<file path="config.mk">
export PLATFORM = sky130hd
export DESIGN_NAME = wers_ctrl
export DESIGN_NICKNAME = d
export VERILOG_FILES = /design/src/hw/rtl/wers_pkg.sv /design/src/hw/rtl/wers_ctrl.sv
export VERILOG_INCLUDE_DIRS = /design/src /design/src/hw/rtl
export SDC_FILE = /design/constraint.sdc
export NUM_CORES = 1
export LEC_CHECK = 0
export BUFFER_PORTS_ARGS = -buffer_cell sky130_fd_sc_hd__buf_2
export CORE_MARGIN = 1
export CORE_UTILIZATION = 55
export CTS_CLUSTER_DIAMETER = 30
export DETAILED_ROUTE_END_ITERATION = 10
export PLACE_DENSITY = 0.76
export RECOVER_POWER = 100
export SETUP_SLACK_MARGIN = 0.05
export SYNTH_ARGS = -nofsm -noshare
export SYNTH_HDL_FRONTEND = slang
export SYNTH_SLANG_ARGS = --single-unit
export TNS_END_PERCENT = 20
</file>
<file path="constraint.sdc">
create_clock -name i_clk -period 4 [get_ports i_clk]
set_clock_uncertainty 0.2 [all_clocks]
set_input_delay 0.8 -clock i_clk [delete_from_list [all_inputs] [get_ports i_clk]]
set_output_delay 0.8 -clock i_clk [all_outputs]
set_load 0.01 [all_outputs]
</file>
<file path="src/hw/rtl/wave_equation_rk4_stencil_core_assert.svh">
// assertion macros used by the stencil core sequencer rtl
// no dependencies
`ifndef WAVE_EQUATION_RK4_STENCIL_CORE_ASSERT_SVH
`define WAVE_EQUATION_RK4_STENCIL_CORE_ASSERT_SVH

// same-cycle implication
`define WERS_ASSERT_IMP(lbl, clk, rst_n, ante, cons) \
    lbl: assert property (@(posedge clk) disable iff (!rst_n) (ante) |-> (cons)) \
        else $error("wers assertion failed");

// next-cycle implication
`define WERS_ASSERT_NXT(lbl, clk, rst_n, ante, cons) \
    lbl: assert property (@(posedge clk) disable iff (!rst_n) (ante) |=> (cons)) \
        else $error("wers assertion failed");

`endif

</file>
<file path="src/hw/rtl/wers_pkg.sv">
// types, codes and arithmetic helpers for the wave equation stencil core
// no dependencies
package wers_pkg;

    localparam int MAX_POINTS = 1024;
    localparam int IDX_W      = 10;
    localparam int CNT_W      = 11;
    localparam int DATA_W     = 32;
    localparam int ACC_W      = 38;
    localparam int COEF_W     = 6;
    localparam int TAPS       = 5;
    localparam int DRAIN_CYC  = 10;

    localparam logic [1:0] OP_LOAD = 2'd0;
    localparam logic [1:0] OP_RUN  = 2'd1;
    localparam logic [1:0] OP_READ = 2'd2;
    localparam logic [1:0] OP_NONE = 2'd3;

    localparam logic KIND_READ = 1'b0;
    localparam logic KIND_DONE = 1'b1;

    localparam logic [1:0] REG_POINTS = 2'd0;
    localparam logic [1:0] REG_DT     = 2'd1;
    localparam logic [1:0] REG_SCALE  = 2'd2;
    localparam logic [1:0] REG_STEPS  = 2'd3;

    localparam logic signed [COEF_W-1:0] STENCIL_COEF [TAPS] = '{
        -6'sd1, 6'sd16, -6'sd30, 6'sd16, -6'sd1
    };

    typedef struct packed {
        logic [1:0]               operation;
        logic [IDX_W-1:0]         index;
        logic signed [DATA_W-1:0] phi_in;
        logic signed [DATA_W-1:0] pi_in;
    } t_in;

    typedef struct packed {
        logic                     kind;
        logic signed [DATA_W-1:0] phi_out;
        logic signed [DATA_W-1:0] pi_out;
    } t_out;

    typedef struct packed {
        logic             issue;
        logic             pv;
        logic [IDX_W-1:0] a;
        logic [IDX_W-1:0] p;
        logic [1:0]       sweep;
    } t_ctl;

    typedef struct packed {
        logic             v;
        logic [IDX_W-1:0] p;
        logic [1:0]       sweep;
    } t_tag;

    function automatic logic signed [DATA_W-1:0] sat32(input logic signed [71:0] v);
        logic signed [DATA_W-1:0] r;
        if (v > 72'sd2147483647) begin
            r = 32'sh7FFFFFFF;
        end else if (v < -72'sd2147483648) begin
            r = 32'sh80000000;
        end else begin
            r = v[DATA_W-1:0];
        end
        return r;
    endfunction

endpackage

</file>
<file path="src/hw/rtl/wers_ctrl.sv">
// run sequencer: steps, sweeps and point walk with pipeline drain
// depends on wers_pkg and the assertion macro header
module wers_ctrl
    import wers_pkg::*;
(
    input  logic             i_clk,
    input  logic             i_rst_n,
    input  logic             i_go,
    input  logic [CNT_W-1:0] i_points,
    input  logic [15:0]      i_steps,
    output t_ctl             o_ctl,
    output logic             o_run,
    output logic             o_fin
);

    localparam logic [1:0] ST_IDLE  = 2'd0;
    localparam logic [1:0] ST_SWEEP = 2'd1;
    localparam logic [1:0] ST_DRAIN = 2'd2;
    localparam logic [1:0] ST_FIN   = 2'd3;

    logic [1:0]       r_state, n_state;
    logic [CNT_W-1:0] r_n, n_n;
    logic [CNT_W-1:0] r_c, n_c;
    logic [IDX_W-1:0] r_a, n_a;
    logic [1:0]       r_sweep, n_sweep;
    logic [15:0]      r_left, n_left;
    logic [3:0]       r_dcnt, n_dcnt;
    logic [CNT_W-1:0] w_clamp;

    always_comb begin
        if (i_points < CNT_W'(5)) begin
            w_clamp = CNT_W'(5);
        end else if (i_points > CNT_W'(MAX_POINTS)) begin
            w_clamp = CNT_W'(MAX_POINTS);
        end else begin
            w_clamp = i_points;
        end
    end

    always_comb begin
        n_state = r_state;
        n_n     = r_n;
        n_c     = r_c;
        n_a     = r_a;
        n_sweep = r_sweep;
        n_left  = r_left;
        n_dcnt  = r_dcnt;
        unique case (r_state)
            ST_IDLE: begin
                if (i_go) begin
                    n_n     = w_clamp;
                    n_c     = '0;
                    n_a     = IDX_W'(w_clamp - CNT_W'(2));
                    n_sweep = '0;
                    n_left  = i_steps;
                    n_state = (i_steps == 16'd0) ? ST_FIN : ST_SWEEP;
                end
            end
            ST_SWEEP: begin
                n_c = r_c + CNT_W'(1);
                n_a = ({1'b0, r_a} == r_n - CNT_W'(1)) ? '0 : r_a + IDX_W'(1);
                if (r_c == r_n + CNT_W'(3)) begin
                    n_dcnt  = '0;
                    n_state = ST_DRAIN;
                end
            end
            ST_DRAIN: begin
                n_dcnt = r_dcnt + 4'd1;
                if (r_dcnt == 4'(DRAIN_CYC - 1)) begin
                    n_c     = '0;
                    n_a     = IDX_W'(r_n - CNT_W'(2));
                    n_sweep = r_sweep + 2'd1;
                    n_state = ST_SWEEP;
                    if (r_sweep == 2'd3) begin
                        n_left = r_left - 16'd1;
                        if (r_left == 16'd1) begin
                            n_state = ST_FIN;
                        end
                    end
                end
            end
            ST_FIN: begin
                n_state = ST_IDLE;
            end
            default: begin
                n_state = ST_IDLE;
            end
        endcase
    end

    always_ff @(posedge i_clk) begin
        if (!i_rst_n) begin
            r_state <= ST_IDLE;
            r_n     <= CNT_W'(MAX_POINTS);
            r_c     <= '0;
            r_a     <= '0;
            r_sweep <= '0;
            r_left  <= '0;
            r_dcnt  <= '0;
        end else begin
            r_state <= n_state;
            r_n     <= n_n;
            r_c     <= n_c;
            r_a     <= n_a;
            r_sweep <= n_sweep;
            r_left  <= n_left;
            r_dcnt  <= n_dcnt;
        end
    end

    assign o_ctl.issue = (r_state == ST_SWEEP);
    assign o_ctl.pv    = (r_state == ST_SWEEP) && (r_c >= CNT_W'(4));
    assign o_ctl.a     = r_a;
    assign o_ctl.p     = IDX_W'(r_c - CNT_W'(4));
    assign o_ctl.sweep = r_sweep;
    assign o_run       = (r_state != ST_IDLE);
    assign o_fin       = (r_state == ST_FIN);

`include "wave_equation_rk4_stencil_core_assert.svh"

    `WERS_ASSERT_NXT(a_fin_idle, i_clk, i_rst_n, r_state == ST_FIN, r_state == ST_IDLE)
    `WERS_ASSERT_IMP(a_walk_bound, i_clk, i_rst_n, r_state == ST_SWEEP, r_c <= r_n + CNT_W'(3))
    `WERS_ASSERT_IMP(a_drain_quiet, i_clk, i_rst_n, r_state == ST_DRAIN, !o_ctl.pv)
    `WERS_ASSERT_NXT(a_zero_steps, i_clk, i_rst_n, r_state == ST_IDLE && i_go && i_steps == 16'd0,
        r_state == ST_FIN)

endmodule

</file>
Word level (Yosys, flattened, before mapping)

Index checks and enable logic that the tools add are counted.

Bits in registers: 56
Input port bits: 30
Word-level logic and storage cells: 70

$add $sub $neg: 10
$lt $le $gt $ge: 3
Equal/unequal tests: 12
Multiplexer cells: 25
Reduce and logical (&&, ||, !) cells: 13

Operators by type and width:

| operator              | number |
|---|---|
| $mux 16               | 3 |
| $mux 11               | 4 |
| $pmux 11 s3           | 1 |
| $pmux 16 s2           | 1 |
| $mux 10               | 3 |
| $pmux 10 s3           | 1 |
| $sub 10x2->10 const B | 2 |
| $eq 16x1->1 const B   | 1 |
| $logic_not 16->1      | 1 |
| $mux 2                | 8 |
| $sub 16x1->16 const B | 1 |
| $add 11x1->11 const B | 1 |
| $add 11x2->11 const B | 1 |
| $eq 10x11->1          | 1 |
| $eq 11x11->1          | 1 |
| $ge 11x3->1 const B   | 1 |
| $gt 11x11->1 const B  | 1 |
| $lt 11x3->1 const B   | 1 |
| $sub 11x1->11 const B | 1 |
| $add 10x1->10 const B | 1 |
| $sub 10x3->10 const B | 1 |
| $reduce_and 3->1      | 3 |
| $pmux 2 s4            | 1 |
| $pmux 4 s2            | 1 |
| other kinds (15)      | 22 |

Logic depth before layout (Yosys ltp)

Gate-level depths: netlist of the first run.

Word-level depth: 6
Gate-level depth with buffers: 13
Gate-level depth less buffers: 10

Worst setup path before layout of the first run

No wires, ideal clock.

Path kind: reg2reg
Start point: register r_state[0]
End point: register r_a[5]
Library setup time: 0.130 ns
Data arrival time: 2.623 ns
Setup slack: 1.047 ns
Cell stages (with the launch flop): 14
Buffers on the path: 4
Period minus slack after synthesis: 2.953 ns
Path through: dfxtp_1 inv_1 ha_1 clkbuf_1 clkbuf_1 clkbuf_1 clkbuf_1 nor2_1 a21oi_1 ha_1 nand3_1 xnor2_1 a22oi_1 o211ai_1

Cells in the longest elaborated chain, start to end: 3

Ends and longest elaborated chain:

| what                                                      | RTL line         | source |
|---|---|---|
| start: declaration                                        | wers_ctrl.sv:21  | `logic [1:0] r_state, n_state;` |
| start signal: assignment                                  | wers_ctrl.sv:101 | `r_state <= n_state;` |
| $eq 2x2->1 (tied with other cells)                        | wers_ctrl.sv:48  | `unique case (r_state)` |
| $ne 2x2->1 (no line) or $reduce_bool 3->1 (tied branches) | n/a              |  |
| $reduce_and 3->1 (no line)                                | n/a              |  |
| end signal: assignment                                    | wers_ctrl.sv:104 | `r_a <= n_a;` |
| end: declaration                                          | wers_ctrl.sv:24  | `logic [IDX_W-1:0] r_a, n_a;` |

Parallel ways exist; a longest one is shown, timed or not.
A chain may end at the register's enable or synchronous reset.

Worst setup path after layout of the first run

Start point: register r_n[0]
End point: register r_dcnt[0]

Cells in the longest elaborated chain, start to end: 4

Ends and longest elaborated chain:

| what                       | RTL line         | source |
|---|---|---|
| start: declaration         | wers_ctrl.sv:22  | `logic [CNT_W-1:0] r_n, n_n;` |
| start signal: assignment   | wers_ctrl.sv:94  | `r_n <= CNT_W'(MAX_POINTS);` |
| start signal: assignment   | wers_ctrl.sv:102 | `r_n <= n_n;` |
| $add 11x2->11              | wers_ctrl.sv:62  | `if (r_c == r_n + CNT_W'(3)) begin` |
| $eq 11x11->1               | wers_ctrl.sv:62  |  |
| $ne 2x1->1 (no line)       | n/a              |  |
| $reduce_and 2->1 (no line) | n/a              |  |
| end signal: assignment     | wers_ctrl.sv:107 | `r_dcnt <= n_dcnt;` |
| end: declaration           | wers_ctrl.sv:27  | `logic [3:0] r_dcnt, n_dcnt;` |

No other way between the ends.

==> metrics.txt, run 1 <==
Cells after DPL=703; most common cell after layout, fill and taps aside=nor2_1; vias=4368; FP Rows=32; status=finished clean; synthesized flop and latch total=56; Root Buffer=clkbuf_8; Routed Antenna Nets=0; CTS buffer count=5; Critical Path Fanout Max=14; Register-to-Register Path Depth=9; leak pwr=0.00167 uW; crit start category=flop; worst skew pair latency=330 ps; CTS sink count=56; vias in the first global route=3925; drt wl/cell=16.1 um; Final Hold Fails=0; cts hold-fix bufs=0; Resize count post-CTS=0; gr ovfl total=0; vias per cell=6.14; postcts setup bufs=0; ratio of cells with drive above 1 in the final layout=8.70%; Ys Warns=0; setup tns final=0 ps; worst vdd ir=0.519 mV; First-pass DRT Iterations=5; area of the core=7730 um^2; Layout area overhead=5.54%; Detailed Place HPWL=8.19 mm; Crit. End Element=flop; Post-Syn Area=4400 um^2; post-synthesis cell type count=68; number of remaining DRC errors=0; Avg Cell Area, Syn=7.48 um^2; crit path time final=3100 ps; Die Ht=91.4 um; clk slew on worst S/H paths=110 ps; max capacitance violation total=0; Crit Path Category=reg2reg; number of port buffers=55; die area=8360 um^2; filler cell count=759; antenna violations before repair=0; most frequent cells in the layout=67 x nor2_1, 56 x dfxtp_1, 51 x nand2_1; Setup-failing EPs final=0; global-route wire length before repair=18.8 mm; Slew HR=38.6%; Worst Tran Pin Value=921 ps; initial core utilization=56.9%; Worst Path Arrival=3170 ps; Syn Nets=635; Synth Flop Type=dfxtp_1; final slew viol count=0; worst endpoint required time=4070 ps; Fmax achieved=322 MHz; GPL Wtd Cong=0.938; Die Wd=91.4 um; H-tree depth=2; cell depth of the worst min-delay path=2; # diodes=0; final net count=655; power per cell area=613 nW/um^2; FFs w/ async S/R, synth=0%; clk buf depth=2; Seq/Total Area, Yosys=25.5%; Tot GR Track Use=27.6%; fin cells=711; WHS=329 ps; Post-Route WL=11.5 mm; io pins=56; Final period util=77.6%; RSZ-0062 raised after global routing=false; EDFF count, synth=0; Hold Crit Class=reg2reg; CTS tree=done; Syn Inst Count=588; largest net degree at the start of global routing=40; Iter 0 DRT Violations=349
==> worst paths after layout <==
check                               start  slack [ps]   endpoint
worst max register to register     r_n[0]         900  r_dcnt[0]
worst min-delay path            r_left[1]         330  r_left[1]
worst max-delay path               r_n[0]         900  r_dcnt[0]
worst min register to register  r_left[1]         330  r_left[1]
==> state kept, by name, summed over array words and instances (netlist names) <==
| name | count |
|---|---|
| r_c | 11 |
| r_n | 11 |
| r_left | 16 |
| r_a | 10 |
| r_dcnt | 4 |
| r_state | 2 |
| r_sweep | 2 |
==> cells by family (layout without fill, tap and decap cells) <==
family,after synthesis,after routing,share of synthesized area (%)
compound gates,148,148,23.2
xor+xnor,50,50,9.95
fa+ha+maj,17,17,4.83
buf+inv,73,94,7.51
flops,56,56,25.5
mux,3,3,0.682
simple gates,241,241,28.4
==> per-stage QoR <==
step,setup WS (ps),instance area (um^2),utilization [%],total power [uW]
5_1_grt,632,4640,60.1,3070
3_5_place_dp,791,4610,59.6,2520
4_1_cts,953,4700,60.8,2850
6_report,897,4640,60.1,2850
3_3_place_gp,929,4610,59.6,2470
2_1_floorplan,1050,4400,-,2150
==> layout make-up <==
class	instances	area, um^2	area share, %
flip-flops and latches	56	1120	24.1
multi-input cells	459	2940	63.2
repair buffers	59	268	5.77
clock buffers	5	68.8	1.48
well taps	102	128	2.75
clock inverters	3	21.3	0.458
inverters	27	101	2.18
==> cells in the mapped netlist, types with 5 or more instances <==
cell / number / share of area, %
a211oi_1: 6 / 1.0
a21oi_1: 36 / 4.1
a22oi_1: 10 / 1.7
a31oi_1: 11 / 1.6
a32oi_1: 5 / 1.0
and2_1: 5 / 0.71
and3_1: 6 / 0.85
buf_6: 5 / 1.3
clkbuf_1: 31 / 2.6
dfxtp_1: 56 / 25
ha_1: 17 / 4.8
inv_1: 26 / 2.2
nand2_1: 51 / 4.4
nand2b_1: 5 / 0.71
nand3_1: 28 / 3.2
nand4_1: 9 / 1.3
nand4b_1: 5 / 1.0
nor2_1: 67 / 5.7
nor3_1: 16 / 1.8
nor3b_1: 5 / 0.85
nor4_1: 11 / 1.6
nor4b_1: 5 / 1.0
o211ai_1: 8 / 1.4
o21ai_0: 28 / 3.2
o22ai_1: 8 / 1.1
or3_1: 6 / 0.85
xnor2_1: 27 / 5.4
xor2_1: 23 / 4.6
==> power by group <==
group	leakage (uW)	internal (uW)	switching [uW]	total [uW]
Sequential	0.000458	701	228	929
Combinational	0.00117	585	1000	1590
Clock	0.0000445	125	204	329
Total	0.00167	1410	1440	2850
==> per-layer routing <==
metal | vias up | share of wire [%] | GRT usage, %
li1 | 2161 | - | -
met1 | 1992 | 44 | 35.7
met2 | 184 | 47 | 46.5
met3 | 31 | 6.8 | 4.27
met4 | 0 | 2.4 | 8.99
met5 | - | 0 | 0
==> worst max-delay path, stage by stage, from the launching register on <==
cell and delay (ps):
dfxtp_1 550, inv_1 100, ha_1 400, nand3b_1 260, xnor2_1 170, nand3_1 130
a2111oi_4 370, a31oi_1 330, or3_1 390, a21oi_1 130
Note: power is estimated with default switching activity, not from simulation.
==> run 2: changes to the inputs <==
- clock period: 4 -> 3.3 ns (I/O delays scaled with it)
==> run 2 against run 1 <==
Compared with the run above:
- register-to-register slack worse by 570 ps
- cell area up 1.6%
- utilization up 0.96 points
- worst setup slack worse by 570 ps
- global-route usage up 0.54 points
- clock power up 42%
- largest power group unchanged
==> metrics.txt, run 2 (same netlist as run 1, synthesis figures left out) <==
status=finished clean (unchanged); CTS sink count=56 (unchanged); CP Cell Sequence=inv_1 -> ha_1 -> nor3b_1 -> xnor2_1 -> o2111ai_1 -> a2111oi_2 -> a21oi_2 -> a32oi_1 -> o211ai_1 (was inv_1 -> ha_1 -> nand3b_1 -> xnor2_1 -> nand3_1 -> a2111oi_4 -> a31oi_1 -> or3_1 -> a21oi_1); max FFs per register=16 (unchanged); Critical Path Fanout Max=15 (was 14); gr ovfl total=0 (unchanged); Final Hold Fails=0 (unchanged); Final period util=90.0% (was 77.6%); worst endpoint required time=3310 ps (was 4070 ps); worst skew pair latency=320 ps (was 330 ps); RSZ-0062 raised after global routing=false (unchanged); clk buf depth=2 (unchanged); ratio of cells with drive above 1 in the final layout=9.74% (was 8.70%); Root Buffer=clkbuf_8 (unchanged); crit start category=flop (unchanged); drt wl/cell=16.0 um (was 16.1 um); Largest Register=r_left (unchanged); Die Wd=91.4 um (unchanged); CTS tree=done (unchanged); vias in the first global route=4102 (was 3925); number of remaining DRC errors=0 (unchanged); vias=4484 (was 4368); io pins=56 (unchanged); max capacitance violation total=0 (unchanged); leak pwr=0.00172 uW (was 0.00167 uW); Resize count post-CTS=0 (unchanged); Setup-failing EPs final=0 (unchanged); final net count=662 (was 655); FP Rows=32 (unchanged); crit path time final=2970 ps (was 3100 ps); top flop regs=r_left x16, r_c x11, r_n x11 (unchanged); setup tns final=0 ps (unchanged); power per cell area=746 nW/um^2 (was 613 nW/um^2); Worst Tran Pin Value=795 ps (was 921 ps); cts hold-fix bufs=0 (unchanged); Worst path slowest cell=ha_1 (was dfxtp_1); clk slew on worst S/H paths=110 ps (about the same); Crit Path Category=reg2reg (unchanged); Post-Route WL=11.5 mm (about the same); GPL Wtd Cong=0.940 (was 0.938); Slew HR=46.8% (was 38.6%); largest net degree at the start of global routing=42 (was 40); number of port buffers=55 (unchanged); Die Ht=91.4 um (unchanged); global-route wire length before repair=19.3 mm (was 18.8 mm); area of the core=7730 um^2 (unchanged); Crit path largest cell delay=470 ps (was 550 ps); most frequent cells in the layout=67 x nor2_1, 56 x dfxtp_1, 51 x nand2_1 (unchanged); pre-CTS setup slack=169 ps (was 791 ps); H-tree depth=2 (unchanged); initial core utilization=56.9% (unchanged); Iter 0 DRT Violations=347 (was 349); die area=8360 um^2 (unchanged); Detailed Place HPWL=8.37 mm (was 8.19 mm); # diodes=0 (unchanged); antenna violations before repair=0 (unchanged); Routed Antenna Nets=0 (unchanged); final worst slack=330 ps (was 897 ps); Fmax achieved=337 MHz (was 322 MHz); most common cell after layout, fill and taps aside=nor2_1 (unchanged); postcts setup bufs=0 (unchanged); final slew viol count=0 (unchanged); Tot GR Track Use=28.1% (was 27.6%); First-pass DRT Iterations=5 (unchanged); Layout area overhead=7.22% (was 5.54%); Crit. End Element=flop (unchanged); Worst Path Arrival=2980 ps (was 3170 ps); worst vdd ir=0.408 mV (was 0.519 mV); vias per cell=6.25 (was 6.14); Hold Crit Class=reg2reg (unchanged); CTS buffer count=5 (unchanged)
## run 2: through the flow
stage / utilization, % / std cells / hold slack, ps / cell area (um^2) / total power, uW
final: 61.1 / 718 / 333 / 4720 / 3520
after global routing: 61.1 / 718 / 369 / 4720 / 3810
after floorplan: - / 588 / 287 / 4400 / 2600
after CTS: 61.7 / 718 / 334 / 4770 / 3530
after global placement: 60.3 / 710 / 307 / 4660 / 3020
after detailed placement: 60.3 / 710 / 320 / 4660 / 3060
## run 2: final timing paths
path / slack [ps] / start / cells past startpoint / endpoint
max reg2reg: 330 / r_n[1] / 9 / r_a[2]
min: 330 / r_dcnt[3] / 2 / r_dcnt[3]
max: 330 / r_n[1] / 9 / r_a[2]
min reg2reg: 330 / r_dcnt[3] / 2 / r_dcnt[3]
## run 2: area by class of cell
class	count	area (um^2)
Timing Repair Buffer	66	318
Clock buffer	6	72.6
Tap cell	102	128
Fill cell	737	3010
Multi-Input combinational cell	459	2940
Clock inverter	2	35.0
Sequential cell	56	1120
Inverter	27	101
## run 2: critical path: cells and delay by family, from the launching register on
family          cells  cell delay [ps]
xor+xnor            1              150
fa+ha+maj           1              470
flops               1              410
compound gates      5             1200
simple gates        1              310
buf+inv             1              120
## run 2: power breakdown
part           leakage [uW]  total, uW  switching, uW  internal, uW
Clock             0.0000552        466            240           226
Combinational       0.00120       1930           1210           720
Sequential         0.000458       1120            271           849
## run 2: routing by layer
metal	part of all wire [%]	track usage, %	vias up	wire length, um
li1	-	-	2174	-
met1	43	36.1	2097	4940
met2	48	48.2	188	5490
met3	7.3	4.94	25	842
met4	1.9	7.41	0	216
met5	0	0	-	0
